--- src/design/assert_macros.svh ---
// Assertion macros shared by the RTL files of the word frequency table.
// No dependencies.
`ifndef ASSERT_MACROS_SVH
`define ASSERT_MACROS_SVH
// Check cond at every clock edge outside reset.
`define ASSERT_ALWAYS(label, clk, rst, cond) \
   label: assert property (@(posedge clk) disable iff (rst) (cond)) \
      else $error("assertion failed");
// Check that trig implies cond in the same cycle.
`define ASSERT_IMPLIES(label, clk, rst, trig, cond) \
   label: assert property (@(posedge clk) disable iff (rst) (trig) |-> (cond)) \
      else $error("assertion failed");
`endif

--- src/design/wft_pkg.sv ---
// Package of the word frequency table: defaults, codes, types.
// No dependencies.
package wft_pkg;
   localparam int DEFAULT_TABLE_DEPTH  = 256;
   localparam int DEFAULT_MAX_WORD_LEN = 32;
   localparam int QUEUE_DEPTH          = 2;
   localparam int CFG_WIDTH            = 6;
   localparam int CSR_IDX_WIDTH        = 4;
   localparam int HASH_WIDTH           = 64;
   localparam int COUNT_WIDTH          = 32;

   localparam logic [CSR_IDX_WIDTH-1:0] CSR_MIN_QUERY = CSR_IDX_WIDTH'(0);
   localparam logic [CSR_IDX_WIDTH-1:0] CSR_MAX_QUERY = CSR_IDX_WIDTH'(1);
   localparam logic [CFG_WIDTH-1:0] MIN_QUERY_RESET = CFG_WIDTH'(3);
   localparam logic [CFG_WIDTH-1:0] MAX_QUERY_RESET = CFG_WIDTH'(30);

   typedef enum logic [2:0] {
      STAT_COUNTED  = 3'd0,
      STAT_ADDED    = 3'd1,
      STAT_FULL     = 3'd2,
      STAT_EMPTY    = 3'd3,
      STAT_TOO_LONG = 3'd4,
      STAT_FOUND    = 3'd5,
      STAT_MISS     = 3'd6
   } status_type;

   typedef enum logic [3:0] {
      BK_IDLE, BK_TRIM_END, BK_TRIM_START, BK_HASH, BK_SEARCH_RD, BK_SEARCH_CMP,
      BK_CHAR_RD, BK_CHAR_CMP, BK_COUNT_UPD, BK_INSERT, BK_RESULT
   } back_state_type;

   typedef struct packed {
      logic [CFG_WIDTH-1:0] min_len;
      logic [CFG_WIDTH-1:0] max_len;
   } cfg_type;
endpackage

--- src/design/wft_req_if.sv ---
// Input channel of the word frequency table: one byte per transfer.
// Depends on nothing.
interface wft_req_if;
   logic       valid;
   logic       ready;
   logic       func;
   logic [7:0] char_code;
   logic       word_end;
   modport source (output valid, func, char_code, word_end, input ready);
   modport sink (input valid, func, char_code, word_end, output ready);
endinterface

--- src/design/wft_front.sv ---
// Front part: collects bytes of a word and queues the closed word as a job.
// Uses wft_pkg and wft_req_if.
module wft_front #(
   parameter int MAX_WORD_LEN = 32,
   parameter int JOB_WIDTH = 8 * MAX_WORD_LEN + $clog2(MAX_WORD_LEN + 1) + 2
) (
   input  logic                 clock,
   input  logic                 reset,
   wft_req_if.sink              req,
   input  logic                 q_full,
   output logic                 push,
   output logic [JOB_WIDTH-1:0] push_data
);
   import wft_pkg::*;
   localparam int LW = $clog2(MAX_WORD_LEN + 1);

   logic [MAX_WORD_LEN-1:0][7:0] buf_ff, buf_in;
   logic [LW-1:0]                len_ff, len_in, len_next;
   logic                         ovf_ff, ovf_in, ovf_next;
   logic                         take;

   assign req.ready = !q_full;
   assign take = req.valid && req.ready;

   always_comb begin
      buf_in = buf_ff;
      len_next = len_ff;
      ovf_next = ovf_ff;
      if (len_ff < LW'(MAX_WORD_LEN)) begin
         buf_in[len_ff[$clog2(MAX_WORD_LEN)-1:0]] = req.char_code;
         len_next = len_ff + LW'(1);
      end else begin
         ovf_next = 1'b1;
      end
      len_in = len_ff;
      ovf_in = ovf_ff;
      if (take) begin
         // restart the word after the closing byte
         len_in = req.word_end ? '0 : len_next;
         ovf_in = req.word_end ? 1'b0 : ovf_next;
      end
   end

   always_ff @(posedge clock) begin
      if (reset) begin
         len_ff <= '0;
         ovf_ff <= 1'b0;
      end else begin
         len_ff <= len_in;
         ovf_ff <= ovf_in;
      end
      if (take) begin
         buf_ff <= buf_in;
      end
   end

   assign push = take && req.word_end;
   assign push_data = {req.func, ovf_next, len_next, buf_in};
endmodule

--- src/flat_wrapper.sv ---
// flat-port wrapper written by rule: the top's interface ports become plain ports
module wft_front_flat import wft_pkg::*;
#(
   parameter int MAX_WORD_LEN = 32,
   parameter int JOB_WIDTH = 8 * MAX_WORD_LEN + $clog2(MAX_WORD_LEN + 1) + 2
)
  (clock, reset, q_full, push, push_data, req_valid, req_func, req_char_code, req_word_end, req_ready);
  wft_req_if req_i ();
  input  logic clock;
  input  logic reset;
  input  logic q_full;
  output logic push;
  output logic [JOB_WIDTH-1:0] push_data;
  input wire logic [$bits(req_i.valid)-1:0] req_valid;
  input wire logic [$bits(req_i.func)-1:0] req_func;
  input wire logic [$bits(req_i.char_code)-1:0] req_char_code;
  input wire logic [$bits(req_i.word_end)-1:0] req_word_end;
  output wire logic [$bits(req_i.ready)-1:0] req_ready;
  assign req_i.valid = req_valid;
  assign req_i.func = req_func;
  assign req_i.char_code = req_char_code;
  assign req_i.word_end = req_word_end;
  assign req_ready = req_i.ready;
  wft_front #(.MAX_WORD_LEN(MAX_WORD_LEN), .JOB_WIDTH(JOB_WIDTH)) u_core (.clock(clock), .reset(reset), .req(req_i), .q_full(q_full), .push(push), .push_data(push_data));
endmodule
--- config.mk ---
export PLATFORM = sky130hd
export DESIGN_NAME = wft_front_flat
export DESIGN_NICKNAME = d
export VERILOG_FILES = /design/src/design/assert_macros.svh /design/src/design/wft_pkg.sv /design/src/design/wft_req_if.sv /design/src/design/wft_front.sv /design/src/flat_wrapper.sv
export SDC_FILE = /design/constraint.sdc
export NUM_CORES = 1
export LEC_CHECK = 0
export BUFFER_PORTS_ARGS = -buffer_cell sky130_fd_sc_hd__buf_4
export CORE_ASPECT_RATIO = 0.5
export CORE_MARGIN = 1.5
export CORE_UTILIZATION = 30
export CTS_BUF_LIST = sky130_fd_sc_hd__clkbuf_8 sky130_fd_sc_hd__clkbuf_16
export DETAILED_ROUTE_END_ITERATION = 8
export GPL_TIMING_DRIVEN = 1
export SETUP_SLACK_MARGIN = 0.4
export SLEW_MARGIN = 20
export SYNTH_ARGS = -nofsm -noshare
export SYNTH_HDL_FRONTEND = slang
export SYNTH_SLANG_ARGS = --single-unit
export TNS_END_PERCENT = 5
--- constraint.sdc ---
create_clock -name clock -period 8.97 [get_ports clock]
set_input_delay 1.794 -clock clock [delete_from_list [all_inputs] [get_ports clock]]
set_output_delay 1.794 -clock clock [all_outputs]
set_load 0.005 [all_outputs]
# Word level (Yosys, flattened, before mapping)
# Index checks and enable logic that the tools add are counted.
# totals
ff_bits,263
output_inout_bits,266
elab_cells,50
# classes
addsub,1
n_lt_le_gt_ge,3
muxes,8
n_reduce_logical,4
# op_table
op,n
$bwmux W256,1
$mux W256,1
$demux W8 S5,1
$mux W6,2
$mux W8,1
$add A6 B1 Y6 const B,1
$lt A5 B6 Y1 const B,1
$lt A6 B6 Y1 const B,1
$ge A5 B1 Y1 const B,1
$logic_and A1 B1 Y1,3
$mux W1,2
$logic_not A1 Y1,1

# Depth between registers and ports, before layout
# Gate-level depths: netlist of the first run.
# logic_depth
depth_word,6
mapped_depth,6
ltp_nobuf,5

# Worst setup path after synthesis of the first run
# Ideal clock, no wire load.
# synth_timing
path_kind,input to output
start,in q_full
end,out push
arrival_ns,7.588
setup_slack_ns,-0.412
path_stages,3
n_path_buf,0
path_cell_list,nand2b_1 inv_1 and2_1
# synth_between
elab_chain_cells,3
# synth_rtl
element,line_no,text
from (decl),flat_wrapper.sv:11,input logic q_full;
$logic_not A1 Y1,wft_front.sv:22,assign req.ready = !q_full;
$logic_and A1 B1 Y1,wft_front.sv:23,assign take = req.valid && req.ready;
named net u_core.take,wft_front.sv:20,logic take;
$logic_and A1 B1 Y1,wft_front.sv:57,assign push = take && req.word_end;
to (decl),flat_wrapper.sv:12,output logic push;
# The timed path passes the listed nets, and every way through them passes these cells.

# Final worst setup path of the first run
# layout_timing
start,reg u_core.len_ff[0]
end,out push_data[12]
# layout_between
elab_chain_cells,6
word_cells_on_any_way,8
classes_between,order compare: 3; mux: 4; reduce/logical: 1
# layout_rtl
element,line_no,text
from (decl),wft_front.sv:18,"logic [LW-1:0] len_ff, len_in, len_next;"
from (signal assigned),wft_front.sv:49,len_ff <= len_in;
$lt A5 B6 Y1 (not written as such) / $ge A5 B1 Y1 (equally long branches),wft_front.sv:30,buf_in[len_ff[$clog2(MAX_WORD_LEN)-1:0]] = req.char_code;
$logic_and A1 B1 Y1 (not written as such),wft_front.sv:30,
$mux W8 (not written as such),wft_front.sv:30,
$demux W8 S5,-,
$bwmux W256,wft_front.sv:30,
$mux W256 (*),wft_front.sv:29,if (len_ff < LW'(MAX_WORD_LEN)) begin
to (decl),flat_wrapper.sv:13,output logic [JOB_WIDTH-1:0] push_data;
# Mark *: on every way between the ends. The rest lies on a longest branch, timed or not.

==> results of run 1 <==
==> worst min path at each step <==
stage / cells after the start / slack (ns) / endpoint
3_3_place_gp: 2 / 0.51 / u_core.ovf_ff
3_5_place_dp: 2 / 0.50 / u_core.ovf_ff
4_1_cts: 2 / 0.51 / u_core.ovf_ff
2_1_floorplan: 2 / 0.48 / u_core.ovf_ff
6_report: 2 / 0.52 / u_core.ovf_ff
5_1_grt: 1 / 0.58 / u_core.buf_ff[219]
==> worst reg2reg max path: stages, from the launching register on <==
cell and delay, ns:
dfxtp_1 0.51, ha_1 0.44, nor3b_2 0.62, nand2_2 0.33, mux2_2 0.39
==> per-stage QoR <==
stage	instances	setup WS (ns)	util
after floorplan	647	0.976	-
after global placement	1404	4.46	0.375
after detailed placement	1404	4.43	0.375
after CTS	1453	4.05	0.397
after global routing	1453	4.10	0.397
final	1453	4.23	0.397
==> state kept, by name (all words and copies together), names as in the netlist <==
name and count:
u_core.buf_ff 256, u_core.ovf_ff 1, u_core.len_ff 6
==> kinds of logic after synthesis <==
logic type,synth area share
XOR/XNOR,0.00303
buffers and inverters,0.0190
AO/OA/AOI/OAI,0.00476
multiplexers,0.250
flip-flops,0.676
AND/OR/NAND/NOR,0.0413
adder cells (fa/ha/maj),0.00541
==> power groups by stage <==
stage / Clock, mW / Sequential [mW] / Combinational [mW]
floorplan: 0 / 1.44 / 0.0889
global placement: 0 / 1.43 / 0.203
detailed placement: 0 / 1.44 / 0.206
CTS: 1.10 / 1.41 / 0.206
global route: 1.14 / 1.41 / 0.216
finish: 1.07 / 1.41 / 0.203
==> routing by layer <==
metal / global-route usage / wire, um
met3: 0.0199 / 911
met5: 0 / 0
met1: 0.185 / 12800
met4: 0.0413 / 787
met2: 0.300 / 17900
==> layout by cell type (no fill, tap or decap), types with 3 or more instances in the layout <==
master     instances
a31oi_1            3
buf_4            278
clkbuf_16         27
clkinv_2           4
dfxtp_1            7
edfxtp_1         256
ha_1               5
inv_1             16
mux2_1            18
mux2_2           239
nand2_2           28
nand2_4            4
nor2_1             4
nor3b_2            3
xnor2_1            4
==> layout make-up <==
| class | count | area, sq um | share of cell area |
|---|---|---|---|
| clock inverter | 21 | 140 | 0.00936 |
| tap | 520 | 651 | 0.0435 |
| sequential | 263 | 7830 | 0.523 |
| clock buffer | 28 | 689 | 0.0461 |
| multi-input combinational | 338 | 3530 | 0.236 |
| inverter | 4 | 18.8 | 0.00125 |
| timing repair buffer | 279 | 2110 | 0.141 |
==> flow_summary.yaml, run 1 <==
run_status:
  status: "finished, final reports clean"
global_routing:
  grt_use_total: 0.157
  grt_max_degree: 194
  grt_pass1_wl_mm: 47.1
  overflow: 0
  antenna_found_initial: 0
  grt_pass1_vias: 7069
min_path:
  min_from: "u_core.ovf_ff"
  min_path_type: "reg -> reg"
synth:
  synth_most_common_cell: "edfxtp_1"
  yosys.area.top_type: "edfxtp_1"
  synth-main-ff-cell: "edfxtp_1"
  yosysWarnings: 0
  synth_common_cells: "edfxtp_1 (256), mux2_2 (239), nand2_2 (28), clkbuf_1 (25), mux2_1 (18)"
  synth_edf_count: 256
  syn-instance-count: 647
  synthesis.nets: 666
  synth_area_leaders: "edfxtp_1 (66%), mux2_2 (23%), mux2_1 (1.8%), nand2_2 (1.5%), dfxtp_1 (1.2%)"
  synthArstFlopShare: 0
  syn_area_sq_um: 11600
  synth.avg_cell_area_sq_um: 17.9
  synth_cell_type_count: 37
  yosysSeqAreaShare: 0.676
  synth_seq_cells: 263
  yosys.area.top_type_share: 0.664
cts:
  ctsHoldBuffers: 0
  cts-root-buf: "clkbuf_16"
  clock-sinks: 263
  post_cts_buffers: 0
  cts_tree: "done"
  clk_pin_slew_ns: 0.06
  clkLatencyLatePin_ns: 0.52
  cts_max_level: 1
  clock_path_buffers: 3
  cts_resized: 0
  cts_buffers: 27
finish:
  nets: 932
  design_area_sq_um: 15000
  drive_gt1_frac: 0.638
  final.fill_count: 3482
  antennaDiodeCount: 0
  area_growth_pct: 29.3
critical_path:
  path_depth: 5
  max_stage_delay_ns: 0.62
  reg2reg_slack_ns: 6.43
  required_ns: 7.18
  worst_path_max_delay_cell: "nor3b_2"
  path_class: "reg -> out"
  end_kind: "output pin"
  crit_start: "u_core.len_ff[0]"
  arrival_ns: 2.95
  r2r_cells: 4
  start_kind: "flop"
  path_delay_family: "simple AND/OR/NAND/NOR gates"
  worstReg2RegStart: "u_core.len_ff[0]"
  r2r-end: "u_core.buf_ff[12]"
  path_buf_inv: 1
  crit_path_cell_trace: "ha_1 -> nor3b_2 -> nand2_2 -> mux2_2 -> buf_4"
  path_max_fanout: 8
  endpoint: "push_data[12]"
sta:
  rsz0062_at_grt: "false"
  post-route-period-util: 0.529
  period_needed_ns: 4.74
  finalHoldViolations: 0
  setup_viol: 0
  drv_slew: 0
  max_freq_ghz: 0.211
  finClkSkew_ns: 0.00816
  fin_setup_tns_ns: 0
  slew_headroom: 0.290
  tightest_slew_ns: 1.07
  fin_hold_ws_ns: 0.518
placement:
  post_dp_cell_area_sq_um: 14100
  portBuffers: 277
  hpwl_mm: 21.3
  gp_congestion: 0.795
floorplan:
  dieArea_sq_um: 39800
  start_util: 0.307
  die_y_um: 142
  ios: 280
  placeableCoreArea_sq_um: 37700
  die_width_um: 281
  num_rows: 50
power_and_ir_drop:
  swShare: 0.217
  p_seq_frac: 0.526
  power_mw: 2.68
  pwr-share-clk: 0.398
  p_switching_mw: 0.582
  p_int_mw: 2.10
  power_density_nw_per_um2: 179
  vdd_drop_max_mv: 0.109
  p_comb_frac: 0.076
  leakage_nw: 5.61
route:
  routed_wl_mm: 32.4
  drt_iter0_drc: 402
  dr.pass1.iters: 6
  vias: 6845
  drc: 0
  vias_per_cell: 4.71
  drtAntennaViolNets: 0
  routedWlPerCell_um: 22.3
job:
  drv_cap: 0
Power figures use the tool's default switching activity.
==> run 2, diff against run 1 <==
==> constraint.sdc (replaced) <==
create_clock -name clock -period 4.65 [get_ports clock]
set_input_delay 0.93 -clock clock [delete_from_list [all_inputs] [get_ports clock]]
set_output_delay 0.93 -clock clock [all_outputs]
set_load 0.005 [all_outputs]
==> run 2 against run 1 <==
Final cell count about the same. Combinational power increased by 94%. Critical path depth decreased by 1. Non-clock buffer count increased by 1. Power increased by 98%. Critical path type unchanged. Largest cell class unchanged. Largest power group unchanged.
==> flow_summary.yaml, run 2 (synthesized netlist as in run 1, its figures left out) <==
critical_path:
  r2r_cells: 3
  crit_path_cell_trace: "nor4bb_1 -> nand2_2 -> mux2_1 -> buf_4"
  path_class: "reg -> out"
  worst_path_max_delay_cell: "nor4bb_1"
  start_kind: "flop"
  max_stage_delay_ns: 0.80
  r2r-end: "u_core.buf_ff[125]"
  worstReg2RegStart: "u_core.len_ff[2]"
  reg2reg_slack_ns: 2.14
  path_max_fanout: 13
  required_ns: 3.72
  arrival_ns: 2.96
  end_kind: "output pin"
placement:
  portBuffers: 277
  post_dp_cell_area_sq_um: 14100
  place_ws_ns: 1.35
  dp_cells: 1405
  hpwl_mm: 21.4
  gp_congestion: 0.789
finish:
  layoutNonFillerInstCount: 1454
  layout_common_cells: "buf_4 (279), edfxtp_1 (256), mux2_2 (239)"
  top_regs: "u_core.buf_ff (256), u_core.len_ff (6), u_core.ovf_ff (1)"
  largest_register: "u_core.buf_ff"
  final.fill_count: 3534
  final_common_cell: "buf_4"
  largest_register_ff_count: 256
  nets: 933
  design_area_sq_um: 15000
  drive_gt1_frac: 0.643
  area_growth_pct: 29.8
  antennaDiodeCount: 0
route:
  drc: 0
  met2_length_mm: 17.9
  vias_per_cell: 4.76
  top_layer: "met4"
  drtAntennaViolNets: 0
  dr.pass1.iters: 5
  drt_iter0_drc: 400
  vias: 6919
  routedWlPerCell_um: 22.8
  routed_wl_mm: 33.1
  wl_met1_mm: 13.4
  met3_wirelength_um: 983
cts:
  cts_max_level: 1
  clk_pin_slew_ns: 0.06
  clkLatencyLatePin_ns: 0.58
  cts_tree: "done"
  ctsHoldBuffers: 0
  clock_path_buffers: 3
  cts_resized: 0
  cts-root-buf: "clkbuf_16"
  cts_buffers: 27
  post_cts_buffers: 0
  clock-sinks: 263
min_path:
  hold_path_depth: 2
  min_from: "u_core.ovf_ff"
  min_path_type: "reg -> reg"
  hold-path-endpoint: "u_core.ovf_ff"
sta:
  max_freq_ghz: 0.257
  tightest_slew_ns: 1.03
  fin_setup_tns_ns: 0
  slew_headroom: 0.313
  rsz0062_at_grt: "false"
  drv_slew: 0
  worst_slack_ns: 0.765
  finalHoldViolations: 0
  setup_viol: 0
  period_needed_ns: 3.89
  finClkSkew_ns: 0.0305
  post-route-period-util: 0.835
job:
  drv_cap: 0
floorplan:
  ios: 280
  placeableCoreArea_sq_um: 37700
  dieArea_sq_um: 39800
  start_util: 0.307
  die_width_um: 281
  die_y_um: 142
  num_rows: 50
global_routing:
  antenna_found_initial: 0
  grt_pass1_vias: 7016
  grt_max_degree: 146
  overflow: 0
  grt_use_total: 0.161
  grt_pass1_wl_mm: 47.7
power_and_ir_drop:
  leakage_nw: 5.61
  power_density_nw_per_um2: 353
  vdd_drop_max_mv: 0.292
  power_mw: 5.30
run_status:
  status: "finished, final reports clean"
==> run 2: changes by cell type in the layout (fill, tap and decap cells not counted), sizes merged <==
cell      before  now
clkinvlp       2    3
buf          279  280
clkinv         5    8
clkbuf        28   30
inv           16   10
==> run 2: worst max-delay path, delay by kind of cell (launching register included) <==
kind / cells / cell delay, ns
simple gates: 2 / 1.18
flops: 1 / 0.64
mux: 1 / 0.43
buf+inv: 1 / 0.15
==> run 2: area by class of cell <==
type                       count  area (sq um)  area share
tap                          520           651      0.0433
multi-input combinational    338          3530       0.235
inverter                       4          18.8     0.00125
clock inverter                19           161      0.0107
timing repair buffer         280          2110       0.141
sequential                   263          7830       0.521
clock buffer                  30           717      0.0477
==> run 2: where the power goes <==
group          leakage, nW  switching [mW]  internal, mW
sequential            2.46          0.0197          2.70
clock                0.446           0.970          1.22
combinational         2.70           0.219         0.175
==> run 2: metal layers <==
| metal | track usage | up-vias |
|---|---|---|
| li1 | - | 3052 |
| met1 | 0.196 | 3682 |
| met2 | 0.297 | 133 |
| met3 | 0.0257 | 52 |
| met4 | 0.0441 | 0 |
| met5 | 0 | - |
==> run 2: worst max path at each step <==
| stage | start | to | slack [ns] | cells after the start |
|---|---|---|---|---|
| finish | u_core.len_ff[2] | push_data[125] | 0.76 | 4 |
| global route | u_core.len_ff[2] | push_data[125] | 0.53 | 4 |
| CTS | u_core.len_ff[2] | push_data[125] | 0.73 | 4 |
| detailed placement | u_core.len_ff[3] | push_data[125] | 1.35 | 4 |
| global placement | u_core.len_ff[3] | push_data[125] | 1.37 | 4 |
| floorplan | q_full | push | -1.31 | 3 |
==> run 2: per-stage QoR <==
step | hold slack, ns | util
finish | 0.530 | 0.398
global route | 0.578 | 0.398
CTS | 0.527 | 0.398
detailed placement | 0.515 | 0.375
global placement | 0.509 | 0.375
floorplan | 0.487 | -
