**src/design/assert_macros.svh**
```systemverilog
// Assertion macros shared by the RTL files of the word frequency table.
// No dependencies.
`ifndef ASSERT_MACROS_SVH
`define ASSERT_MACROS_SVH
// Check cond at every clock edge outside reset.
`define ASSERT_ALWAYS(label, clk, rst, cond) \
   label: assert property (@(posedge clk) disable iff (rst) (cond)) \
      else $error("assertion failed");
// Check that trig implies cond in the same cycle.
`define ASSERT_IMPLIES(label, clk, rst, trig, cond) \
   label: assert property (@(posedge clk) disable iff (rst) (trig) |-> (cond)) \
      else $error("assertion failed");
`endif

```
**src/design/wft_pkg.sv**
```systemverilog
// Package of the word frequency table: defaults, codes, types.
// No dependencies.
package wft_pkg;
   localparam int DEFAULT_TABLE_DEPTH  = 256;
   localparam int DEFAULT_MAX_WORD_LEN = 32;
   localparam int QUEUE_DEPTH          = 2;
   localparam int CFG_WIDTH            = 6;
   localparam int CSR_IDX_WIDTH        = 4;
   localparam int HASH_WIDTH           = 64;
   localparam int COUNT_WIDTH          = 32;

   localparam logic [CSR_IDX_WIDTH-1:0] CSR_MIN_QUERY = CSR_IDX_WIDTH'(0);
   localparam logic [CSR_IDX_WIDTH-1:0] CSR_MAX_QUERY = CSR_IDX_WIDTH'(1);
   localparam logic [CFG_WIDTH-1:0] MIN_QUERY_RESET = CFG_WIDTH'(3);
   localparam logic [CFG_WIDTH-1:0] MAX_QUERY_RESET = CFG_WIDTH'(30);

   typedef enum logic [2:0] {
      STAT_COUNTED  = 3'd0,
      STAT_ADDED    = 3'd1,
      STAT_FULL     = 3'd2,
      STAT_EMPTY    = 3'd3,
      STAT_TOO_LONG = 3'd4,
      STAT_FOUND    = 3'd5,
      STAT_MISS     = 3'd6
   } status_type;

   typedef enum logic [3:0] {
      BK_IDLE, BK_TRIM_END, BK_TRIM_START, BK_HASH, BK_SEARCH_RD, BK_SEARCH_CMP,
      BK_CHAR_RD, BK_CHAR_CMP, BK_COUNT_UPD, BK_INSERT, BK_RESULT
   } back_state_type;

   typedef struct packed {
      logic [CFG_WIDTH-1:0] min_len;
      logic [CFG_WIDTH-1:0] max_len;
   } cfg_type;
endpackage

```
**src/design/wft_fifo.sv**
```systemverilog
// Short job queue between the front and back parts.
// Uses wft_pkg and assert_macros.svh.
`include "assert_macros.svh"
module wft_fifo #(
   parameter int WIDTH = 8
) (
   input  logic             clock,
   input  logic             reset,
   input  logic             push,
   input  logic [WIDTH-1:0] push_data,
   input  logic             pop,
   output logic             full,
   output logic             not_empty,
   output logic [WIDTH-1:0] head_data
);
   import wft_pkg::*;
   localparam int PW = $clog2(QUEUE_DEPTH);
   localparam int CNW = $clog2(QUEUE_DEPTH + 1);

   logic [WIDTH-1:0] slot_ff [QUEUE_DEPTH];
   logic [PW-1:0]    wr_ff, wr_in, rd_ff, rd_in;
   logic [CNW-1:0]   count_ff, count_in;

   always_comb begin
      wr_in = wr_ff;
      rd_in = rd_ff;
      count_in = count_ff;
      if (push) begin
         wr_in = (wr_ff == PW'(QUEUE_DEPTH - 1)) ? '0 : wr_ff + PW'(1);
      end
      if (pop) begin
         rd_in = (rd_ff == PW'(QUEUE_DEPTH - 1)) ? '0 : rd_ff + PW'(1);
      end
      if (push && !pop) begin
         count_in = count_ff + CNW'(1);
      end else if (pop && !push) begin
         count_in = count_ff - CNW'(1);
      end
   end

   always_ff @(posedge clock) begin
      if (reset) begin
         wr_ff <= '0;
         rd_ff <= '0;
         count_ff <= '0;
      end else begin
         wr_ff <= wr_in;
         rd_ff <= rd_in;
         count_ff <= count_in;
      end
      if (push) begin
         slot_ff[wr_ff] <= push_data;
      end
   end

   assign full = (count_ff == CNW'(QUEUE_DEPTH));
   assign not_empty = (count_ff != '0);
   assign head_data = slot_ff[rd_ff];

   `ASSERT_IMPLIES(a_no_push_when_full, clock, reset, push, count_ff < CNW'(QUEUE_DEPTH))
endmodule

```
**config.mk**
```make
export PLATFORM = sky130hd
export DESIGN_NAME = wft_fifo
export DESIGN_NICKNAME = d
export VERILOG_FILES = /design/src/design/wft_pkg.sv /design/src/design/wft_fifo.sv
export VERILOG_INCLUDE_DIRS = /design/src /design/src/design
export SDC_FILE = /design/constraint.sdc
export NUM_CORES = 1
export LEC_CHECK = 0
export BUFFER_PORTS_ARGS = -buffer_cell sky130_fd_sc_hd__buf_2
export CELL_PAD_IN_SITES_DETAIL_PLACEMENT = 0
export CELL_PAD_IN_SITES_GLOBAL_PLACEMENT = 1
export CORE_UTILIZATION = 35
export DETAILED_ROUTE_END_ITERATION = 7
export PLACE_DENSITY_LB_ADDON = 0.25
export SYNTH_ARGS = -nofsm -noshare
export SYNTH_HDL_FRONTEND = slang
export SYNTH_SLANG_ARGS = --single-unit
```
**constraint.sdc**
```tcl
create_clock -name clock -period 1.5 [get_ports clock]
set_input_delay 0.225 -clock clock [delete_from_list [all_inputs] [get_ports clock]]
set_output_delay 0.225 -clock clock [all_outputs]
set_load 0.05 [all_outputs]
```
======== After elaboration in Yosys (flattened, before gate mapping) ========
Memories as Yosys holds them, arrays and structs flattened. A register that Yosys moved wholly into a read port is not among the register bits.
Index checks and enable logic that the tools add are counted.
cells by class
  eq/ne operators ......................... 1
  reduce and logical (&&, ||, !) cells .... 6
  muxes and demuxes ....................... 8
  $add $sub $neg .......................... 4
operator list
  operator             count
  $mux 1               6
  $mux 2               2
  $reduce_bool 2->1    2
  $add 1x1->1 const B  2
  $add 2x1->2 const B  1
  $eq 2x2->1 const B   1
  $logic_and 1x1->1    2
  $logic_not 1->1      2
  $sub 2x1->2 const B  1
word-level totals
  memories ................................ 1
  register bits ........................... 4
  word-level logic and storage cells ...... 23
  bits in writable memories ............... 16
  input port bits ......................... 12
  output and inout bits ................... 10
memory list
  memory   words  bits a word  rd ports  clocked after Yosys merged registers in  wr ports  line            text
  slot_ff  2      8            1         1                                        1         wft_fifo.sv:20  logic [WIDTH-1:0] slot_ff [QUEUE_DEPTH];

======== Depth between registers and ports, before layout ========
Gate-level depths: netlist (run 1).
  depth after elaboration ................. 4
  depth in mapped cells ................... 5
  mapped depth without buffers ............ 5

======== Worst setup path before layout (run 1) ========
Ideal clock, no wire load.
  path type ............................... register to output
  start point ............................. register (tool-made name)
  end point ............................... output head_data[0]
  cell stages (with the launch flop) ...... 3
  arrival ................................. 0.923 ns
  setup slack ............................. 0.352 ns
  data required time ...................... 1.275 ns
  cell sequence ........................... dfxtp_1 > buf_2 > mux2_2
RTL lines
  item       line            text
  to (decl)  wft_fifo.sv:14  output logic [WIDTH-1:0] head_data

==> results of run 1 <==
==> power by group <==
part	total (mW)	switching (mW)	internal, mW
Sequential	0.696	0.0241	0.672
Combinational	0.299	0.181	0.117
Clock	0.259	0.160	0.0990
==> layout make-up <==
class | instances | area [µm²] | area share
repair buffers | 23 | 170 | 0.167
flip-flops and latches | 21 | 584 | 0.575
clock buffers | 3 | 22.5 | 0.0222
multi-input cells | 24 | 196 | 0.193
clock inverters | 1 | 5.00 | 0.00493
inverters | 1 | 3.75 | 0.00369
well taps | 27 | 33.8 | 0.0333
==> registers in the layout (all words and copies together) (netlist names), named ones only <==
name      cells
rd_ff         1
count_ff      2
wr_ff         1
slot_ff      16
==> cell families after synthesis <==
logic type | count (synthesis) | share of synthesized area
flip-flops | 21 | 0.739
buffers and inverters | 2 | 0.0111
AND/OR/NAND/NOR | 9 | 0.0621
AO/OA/AOI/OAI | 2 | 0.0127
adder cells (fa/ha/maj) | 1 | 0.0159
XOR/XNOR | 4 | 0.0446
multiplexers | 8 | 0.115
==> through the flow <==
step                total power [mW]  hold slack [ns]  setup slack [ns]  TNS [ns]  std cells
detailed placement             0.976            0.419             0.167         0         96
floorplan                      0.908            0.294             0.352         0         47
finish                          1.25            0.115            0.0503         0        100
global placement               0.972            0.413             0.178         0         96
global route                    1.31           0.0886          -0.00856   -0.0322        100
CTS                             1.25            0.106           0.00196         0        100
==> synth_stat cells, drive strengths merged <==
cell type and instances:
o21ai 1, and2 1, or2 1, nor2 4, edfxtp 16, xor2 2
or3 1, xnor2 2, nor2b 1, and2b 1, inv 1, buf 1
a21oi 1, mux2 8, dfxtp 5, ha 1
==> worst min-delay path by stage <==
stage,slack [ns],startpoint,cells after the start,end
after floorplan,0.29,reset,1,count_ff[1]$_SDFFE_PP0P_
final,0.11,push_data[1],1,slot_ff[1][1]$_DFFE_PP_
after global placement,0.41,push_data[1],1,slot_ff[0][1]$_DFFE_PP_
after CTS,0.11,push_data[1],1,slot_ff[1][1]$_DFFE_PP_
after detailed placement,0.42,push_data[0],1,slot_ff[1][0]$_DFFE_PP_
after global routing,0.09,push_data[3],1,slot_ff[1][3]$_DFFE_PP_
==> layer usage <==
layer	vias to the layer above	GRT usage	wire (µm)
met4	0	0.0571	0
met3	0	0.0280	35
met1	206	0.114	483
li1	222	-	-
met5	-	0	0
met2	11	0.183	587
==> timing repair <==
| action | in CTS | in global routing |
|---|---|---|
| buffers inserted | 0 | 0 |
| gates resized for setup | 10 | 8 |
| endpoints found under the setup margin | 8 | 8 |
| pin swaps | 0 | 0 |
==> results_dict.tcl, run 1 <==
set metrics [dict create \
    power.density_nw_per_um2 1230 \
    antenna_cells 0 \
    vias 439 \
    grt_pass1_wl_mm 1.84 \
    synth_cell_types 16 \
    insertion_delay_ns 0.29 \
    fill_cells 194 \
    cp_num_buf_inv 1 \
    io_pins 22 \
    design_area_um2 1020 \
    maxCapViolations 0 \
    slew_viol_final 0 \
    status "completed" \
    final_common_cell "edfxtp_1" \
    synth_top_area_share 0.611 \
    grt_antenna_before_repair 0 \
    final_cell_mix "16 x edfxtp_1, 13 x buf_2, 8 x mux2_2, 8 x buf_6" \
    synth_nets 60 \
    cts_buffer_depth 2 \
    hold_buffers 0 \
    yosysSeqAreaShare 0.739 \
    vias_per_cell 4.39 \
    cts.sinks 21 \
    critical_path.startpoint_type "flop" \
    synth.largest_area_cell "edfxtp_1" \
    ir_drop_mv 0.548 \
    finalCritPeriodShare 0.966 \
    netlist_area_um2 786 \
    rrSetupSlack_ns 0.44 \
    avgSynthCellArea_um2 16.7 \
    die_w_um 49.4 \
    areaGrowthSynthToFinish_pct 29.3 \
    dieHeight_um 49.4 \
    drt-initial-drc-count 3 \
    fin_crit_ns 1.45 \
    rows 16 \
    yosys_warnings 0 \
    nets 87 \
    worst_path_largest_cell_delay_ns 0.42 \
    grt_pass1_vias 458 \
    drive_above_1_share 0.521 \
    initial_core_util 0.385 \
    rsz0062_at_grt "true" \
    cts_root_buffer "clkbuf_4" \
    ff2ff_path_depth 1 \
    min_path_type "primary input to flop" \
    drt_pass1_iterations 2 \
    ant_nets 0 \
    synth_seq_cells 21 \
    cp_max_fo 8 \
    cp-endpoint "head_data[7]" \
    synth.top_cells.by_area "edfxtp_1 61%, dfxtp_1 13%, mux2_2 11%, xnor2_1 2.2%, xor2_1 2.2%" \
    crit_cells 2 \
    hpwlAfterDp_um 821 \
    wire_per_inst_um 11.1 \
    r2r_start "wr_ff$_SDFFE_PP0P_" \
    synth_cells 47 \
    fmaxAchievable_mhz 690 \
    critical_path_arrival_ns 1.22 \
    htreeDepth 1 \
    setup-violations-final 0 \
    fin_skew_ns 0.00121 \
    coreArea_um2 2040 \
    grt_usage 0.104 \
    finish.utilization 0.498 \
    crit_type "flop to output pin" \
    cts_tree "yes" \
    placed_area_um2 935 \
    wl_mm 1.11 \
    port_buffers 21 \
    leakage_nw 0.406 \
    required_ns 1.27 \
    worst_slew_pin_slew_ns 0.372 \
    hold_viol_final 0 \
    clkTransAtPathRegs_ns 0.11 \
    gr-total-overflow 0 \
    r2r_end "slot_ff[1][0]$_DFFE_PP_" \
    grt_max_degree 13 \
    slowest_stage "dfxtp_4" \
    maxSlewHeadroom 0.752 \
    worst_setup_path_end_kind "output pin" \
    dieArea_um2 2440 \
    numCtsBuffers 3 \
    gp_congestion 0.605 \
    cp_top_family "flip-flops" \
    worstPathCellList "mux2_2 -> buf_6" \
    drc 0 \
]
(Power assumes the default switching activity.)
==> run 2, diff against run 1 <==
--- a/config.mk
+++ b/config.mk
@@ -6,8 +6,9 @@
 export SDC_FILE = /design/constraint.sdc
 export NUM_CORES = 1
 export LEC_CHECK = 0
+export ABC_AREA = 1
 export BUFFER_PORTS_ARGS = -buffer_cell sky130_fd_sc_hd__buf_2
-export CELL_PAD_IN_SITES_DETAIL_PLACEMENT = 0
+export CELL_PAD_IN_SITES_DETAIL_PLACEMENT = 1
 export CELL_PAD_IN_SITES_GLOBAL_PLACEMENT = 1
 export CORE_UTILIZATION = 35
 export DETAILED_ROUTE_END_ITERATION = 7
==> results_dict.tcl, run 2 <==
set metrics [dict create \
    status "completed" \
    wire_per_inst_um 11.9 \
    regMostFlops "slot_ff" \
    finish.utilization 0.479 \
    hpwlAfterDp_mm 1.00 \
    r2r_end "slot_ff[1][3]$_DFFE_PP_" \
    cts_root_buffer "clkbuf_4" \
    ff2ff_path_depth 2 \
    maxCapViolations 0 \
    worst_setup_path_end_kind "output pin" \
    fill_cells 238 \
    synthTopCellsByCount "16 x edfxtp_1, 8 x inv_1, 8 x mux2_4, 6 x nor2_1" \
    rsz0062_at_grt "true" \
    numCtsBuffers 3 \
    areaGrowthSynthToFinish_pct 27.2 \
    drt_pass1_iterations 3 \
    hold_buffers 0 \
    initial_core_util 0.376 \
    coreArea_um2 2230 \
    r2r_start "wr_ff$_SDFFE_PP0P_" \
    vias_per_cell 4.45 \
    synth_seq_cells 21 \
    fin_skew_ns 0.00404 \
    synth_cell_types 16 \
    dieArea_um2 2600 \
    slew_viol_final 0 \
    synth.largest_area_cell "edfxtp_1" \
    synthArstFlopShare 0 \
    synth.top_cells.by_area "edfxtp_1 57%, mux2_4 14%, dfxtp_1 12%, inv_1 3.6%, nor2_1 2.7%" \
    cts_setup_buffers 0 \
    cts.sinks 21 \
    hold_viol_final 0 \
    finalCritPeriodShare 0.985 \
    grt_antenna_before_repair 0 \
    synth_enable_flop_cells 16 \
    drc 0 \
    cp-endpoint "head_data[7]" \
    synth_nets 71 \
    gr-total-overflow 0 \
    drive_above_1_share 0.440 \
    regArea_um2 582 \
    yosysMostFrequentCell "edfxtp_1" \
    htreeDepth 1 \
    final_common_cell "edfxtp_1" \
    nets 98 \
    critical_path.startpoint_type "flop" \
    vias 498 \
    gp_congestion 0.616 \
    largest_reg_flops 16 \
    ys.flop_type "edfxtp_1" \
    grt_pass1_wl_mm 1.99 \
    leakage_nw 0.471 \
    clkTransAtPathRegs_ns 0.11 \
    grt_usage 0.114 \
    yosysSeqAreaShare 0.690 \
    setup_tns_ns 0 \
    io_pins 22 \
    top_regs "slot_ff x16, count_ff x2" \
    drt-initial-drc-count 5 \
    avgSynthCellArea_um2 14.5 \
    grt_max_degree 12 \
    maxSlewHeadroom 0.754 \
    final_cell_mix "16 x edfxtp_1, 13 x buf_2, 8 x mux2_4, 8 x inv_1, 8 x buf_6" \
    ant_nets 0 \
    multiInputGateArea_um2 215 \
    worst_slew_pin_slew_ns 0.369 \
    rows 17 \
    cts_tree "yes" \
    p_total_mw 1.24 \
    ir_drop_mv 0.659 \
    wl_mm 1.33 \
    power.density_nw_per_um2 1160 \
    cp_max_fo 8 \
    critical_path_arrival_ns 1.25 \
    crit_type "flop to output pin" \
    setup-violations-final 0 \
    rrSetupSlack_ns 0.48 \
    insertion_delay_ns 0.29 \
    cts_buffer_depth 2 \
    synth_cells 58 \
    port_buffers 21 \
    required_ns 1.27 \
    antenna_cells 0 \
    fin_crit_ns 1.48 \
    netlist_area_um2 841 \
    dieHeight_um 51.0 \
    yosys_warnings 0 \
    fmaxAchievable_mhz 677 \
    synth_top_area_share 0.571 \
    min_path_type "primary input to flop" \
    grt_pass1_vias 461 \
    die_w_um 51.0 \
]
## run 2: cell types whose count changed after synthesis, sizes merged, moves of 2 or more
cell	previous run	this run
inv	1	9
nand2	0	6
nor2	4	6
xor2	2	0
## run 2: per-stage QoR
stage               worst slack [ns]  std cells  hold slack, ns  area (µm²)
floorplan                      0.268         58           0.297         841
global placement               0.276        108           0.414         985
detailed placement             0.271        108           0.419         985
CTS                          0.00452        112           0.106        1060
global route                 -0.0194        112           0.100        1070
finish                        0.0226        112           0.117        1070
## run 2: layout make-up
| cell class | instances | area share |
|---|---|---|
| inverters | 9 | 0.0316 |
| well taps | 28 | 0.0327 |
| multi-input cells | 27 | 0.201 |
| flip-flops and latches | 21 | 0.544 |
| repair buffers | 23 | 0.166 |
| clock buffers | 4 | 0.0246 |
## run 2: worst min-delay path by stage
stage                       from  slack [ns]                 endpoint  depth (start not counted)
finish              push_data[5]        0.12  slot_ff[0][5]$_DFFE_PP_                          1
global route        push_data[5]        0.10  slot_ff[0][5]$_DFFE_PP_                          1
CTS                 push_data[5]        0.11  slot_ff[0][5]$_DFFE_PP_                          1
detailed placement  push_data[5]        0.42  slot_ff[0][5]$_DFFE_PP_                          1
global placement    push_data[7]        0.41  slot_ff[0][7]$_DFFE_PP_                          1
floorplan                  reset        0.30                     flop                          1
## run 2: worst max-delay path, stage by stage (launching register included)
cell and delay [ns]:
dfxtp_2 0.35, buf_8 0.14, mux2_4 0.31, buf_6 0.15
## run 2: routing by layer
| layer | up-vias | part of all wire | track usage | routed length (µm) |
|---|---|---|---|---|
| met1 | 232 | 0.43 | 0.117 | 575 |
| met2 | 14 | 0.50 | 0.191 | 662 |
| met3 | 4 | 0.041 | 0.0298 | 54 |
| li1 | 248 | - | - | - |
| met4 | 0 | 0.030 | 0.0972 | 40 |
| met5 | - | 0 | 0 | 0 |
## run 2: power breakdown
part	switching [mW]	internal, mW
Combinational	0.186	0.121
Sequential	0.0147	0.666
Clock	0.152	0.103
## run 2: timing repair
| action | in CTS | in global routing |
|---|---|---|
| endpoints found under the setup margin | 8 | 8 |
| endpoints found under the hold margin | 0 | 0 |
| resized for setup | 17 | 2 |
## run 2: logic make-up after synthesis
| group | count (synthesis) | share of synthesized area |
|---|---|---|
| buffers and inverters | 10 | 0.0536 |
| muxes | 8 | 0.143 |
| adders and majority gates | 1 | 0.0149 |
| AOI/OAI and AO/OA | 2 | 0.0119 |
| DFF | 21 | 0.690 |
| xor gates and xnor gates | 1 | 0.0104 |
| and+or+nand+nor | 15 | 0.0759 |
==> run 3, diff against run 2 <==
--- a/config.mk
+++ b/config.mk
@@ -7,12 +7,13 @@
 export NUM_CORES = 1
 export LEC_CHECK = 0
 export ABC_AREA = 1
-export BUFFER_PORTS_ARGS = -buffer_cell sky130_fd_sc_hd__buf_2
 export CELL_PAD_IN_SITES_DETAIL_PLACEMENT = 1
 export CELL_PAD_IN_SITES_GLOBAL_PLACEMENT = 1
 export CORE_UTILIZATION = 35
 export DETAILED_ROUTE_END_ITERATION = 7
+export DONT_BUFFER_PORTS = 1
 export PLACE_DENSITY_LB_ADDON = 0.25
 export SYNTH_ARGS = -nofsm -noshare
 export SYNTH_HDL_FRONTEND = slang
 export SYNTH_SLANG_ARGS = --single-unit
+export TNS_END_PERCENT = 10
==> results_dict.tcl, run 3 (synthesis results as in run 2) <==
set metrics [dict create \
    insertion_delay_ns 0.29 \
    regMostFlops "slot_ff" \
    gr-total-overflow 0 \
    leakage_nw 0.415 \
    grt_antenna_before_repair 0 \
    vias_per_cell 4.56 \
    cts_setup_buffers 0 \
    worstPathCellList "buf_4 -> mux2_4" \
    status "completed" \
    required_ns 1.27 \
    slew_viol_final 0 \
    maxSlewHeadroom 0.692 \
    largest_reg_flops 16 \
    sequentialPowerShare 0.567 \
    cts_root_buffer "clkbuf_4" \
    wire_per_inst_um 12.7 \
    wl_mm 1.30 \
    slowest_stage "mux2_4" \
    cp_top_family "multiplexers" \
    finalCritPeriodShare 0.949 \
    setup_tns_ns 0 \
    placed_area_um2 895 \
    ir_drop_mv 0.490 \
    drt-initial-drc-count 3 \
    htreeDepth 1 \
    nets 88 \
    cp_max_fo 5 \
    grt_usage 0.116 \
    grt_max_degree 12 \
    antenna_cells 0 \
    initial_core_util 0.376 \
    dieArea_um2 2600 \
    vias 465 \
    design_area_um2 1010 \
    critical_path.startpoint_type "flop" \
    die_w_um 51.0 \
    top_regs "slot_ff x16, count_ff x2" \
    hpwlAfterDp_um 897 \
    dieHeight_um 51.0 \
    fmaxAchievable_mhz 703 \
    io_pins 22 \
    crit_cells 2 \
    drive_above_1_share 0.230 \
    clkTransAtPathRegs_ns 0.11 \
    intPower_mw 0.855 \
    numCtsBuffers 3 \
    power.density_nw_per_um2 1180 \
    coreArea_um2 2230 \
    areaGrowthSynthToFinish_pct 20.2 \
    drt_pass1_iterations 2 \
    ant_nets 0 \
    p_comb_frac 0.217 \
    cp_num_buf_inv 1 \
    maxCapViolations 0 \
    r2r_end "slot_ff[1][0]$_DFFE_PP_" \
    fill_cells 243 \
    worst_path_largest_cell_delay_ns 0.39 \
    grt_pass1_vias 443 \
    final_cell_mix "16 x edfxtp_1, 9 x dlygate4sd3_1, 8 x mux2_4, 8 x inv_1, 6 x nor2_1" \
    gp_congestion 0.624 \
    worst_slew_pin_slew_ns 0.460 \
    fin_skew_ns 0.00315 \
    hold_viol_final 0 \
    rows 17 \
    crit_type "flop to output pin" \
    min_path_type "primary input to flop" \
    cts.sinks 21 \
    final_common_cell "edfxtp_1" \
    worst_setup_path_end_kind "output pin" \
    drc 0 \
    rsz0062_at_grt "false" \
    ff2ff_path_depth 2 \
    grt_pass1_wl_mm 2.02 \
    fin_crit_ns 1.42 \
    cts_tree "yes" \
    p_switching_mw 0.342 \
    setup-violations-final 0 \
    pwr-share-clk 0.216 \
    cts_buffer_depth 2 \
    port_buffers 0 \
    r2r_start "wr_ff$_SDFFE_PP0P_" \
    cp-endpoint "head_data[3]" \
    rrSetupSlack_ns 0.47 \
    swShare 0.285 \
    critical_path_arrival_ns 1.20 \
]
[run 3: cell count changes in the layout (fill, tap and decap cells not counted)]
cell / delta
buf_2: -13
dlygate4sd3_1: +9
dfxtp_2: -1
buf_4: +3
dfxtp_1: +1
buf_6: -8
buf_8: -1
[run 3: worst min-delay path by stage]
stage,from,end,slack (ns),cells after the start
2_1_floorplan,reset,flop,0.30,1
3_3_place_gp,reset,rd_ff$_SDFFE_PP0P_,0.30,1
3_5_place_dp,reset,rd_ff$_SDFFE_PP0P_,0.30,1
4_1_cts,push_data[5],slot_ff[0][5]$_DFFE_PP_,0.007,0
5_1_grt,push,wr_ff$_SDFFE_PP0P_,0.07,2
6_report,reset,count_ff[1]$_SDFFE_PP0P_,0.09,3
[run 3: worst reg2reg max path: stages (launching register included)]
cell and delay, ns:
dfxtp_1 0.37, nand2_1 0.06, inv_1 0.28
[run 3: metrics by stage]
stage	setup slack, ns	total power, mW	util	hold WS (ns)	std cells
6_report	0.0767	1.20	0.453	0.0876	102
5_1_grt	0.00693	1.27	0.453	0.0706	102
4_1_cts	0.0582	1.20	0.417	0.00729	94
3_5_place_dp	0.400	0.933	0.401	0.302	89
3_3_place_gp	0.418	0.928	0.401	0.300	89
2_1_floorplan	0.268	0.903	-	0.297	58
[run 3: metal layers]
layer  routed length [µm]  track usage  vias to the layer above
li1                     -            -                      229
met1                  582        0.120                      218
met2                  609        0.186                       14
met3                   70       0.0387                        4
met4                   32       0.0972                        0
met5                    0            0                        -
[run 3: repair_timing]
item	4_1_cts	5_1_grt
hold buffers	1	8
hold endpoints to repair	3	16
gates resized for setup	0	0
[run 3: power by group through the flow]
stage                     combinational, mW  clock [mW]  sequential, mW
after floorplan                       0.214           0           0.689
after global placement                0.237           0           0.691
after detailed placement              0.241           0           0.693
after CTS                             0.243       0.273           0.679
after global routing                  0.278       0.305           0.683
final                                 0.260       0.258           0.679
[run 3: area by class of cell]
cell class	count	area (µm²)	area share
Clock buffer	4	26.3	0.0260
Inverter	9	33.8	0.0334
Multi-Input combinational cell	27	215	0.213
Sequential cell	21	581	0.574
Tap cell	28	35.0	0.0347
Timing Repair Buffer	13	120	0.119
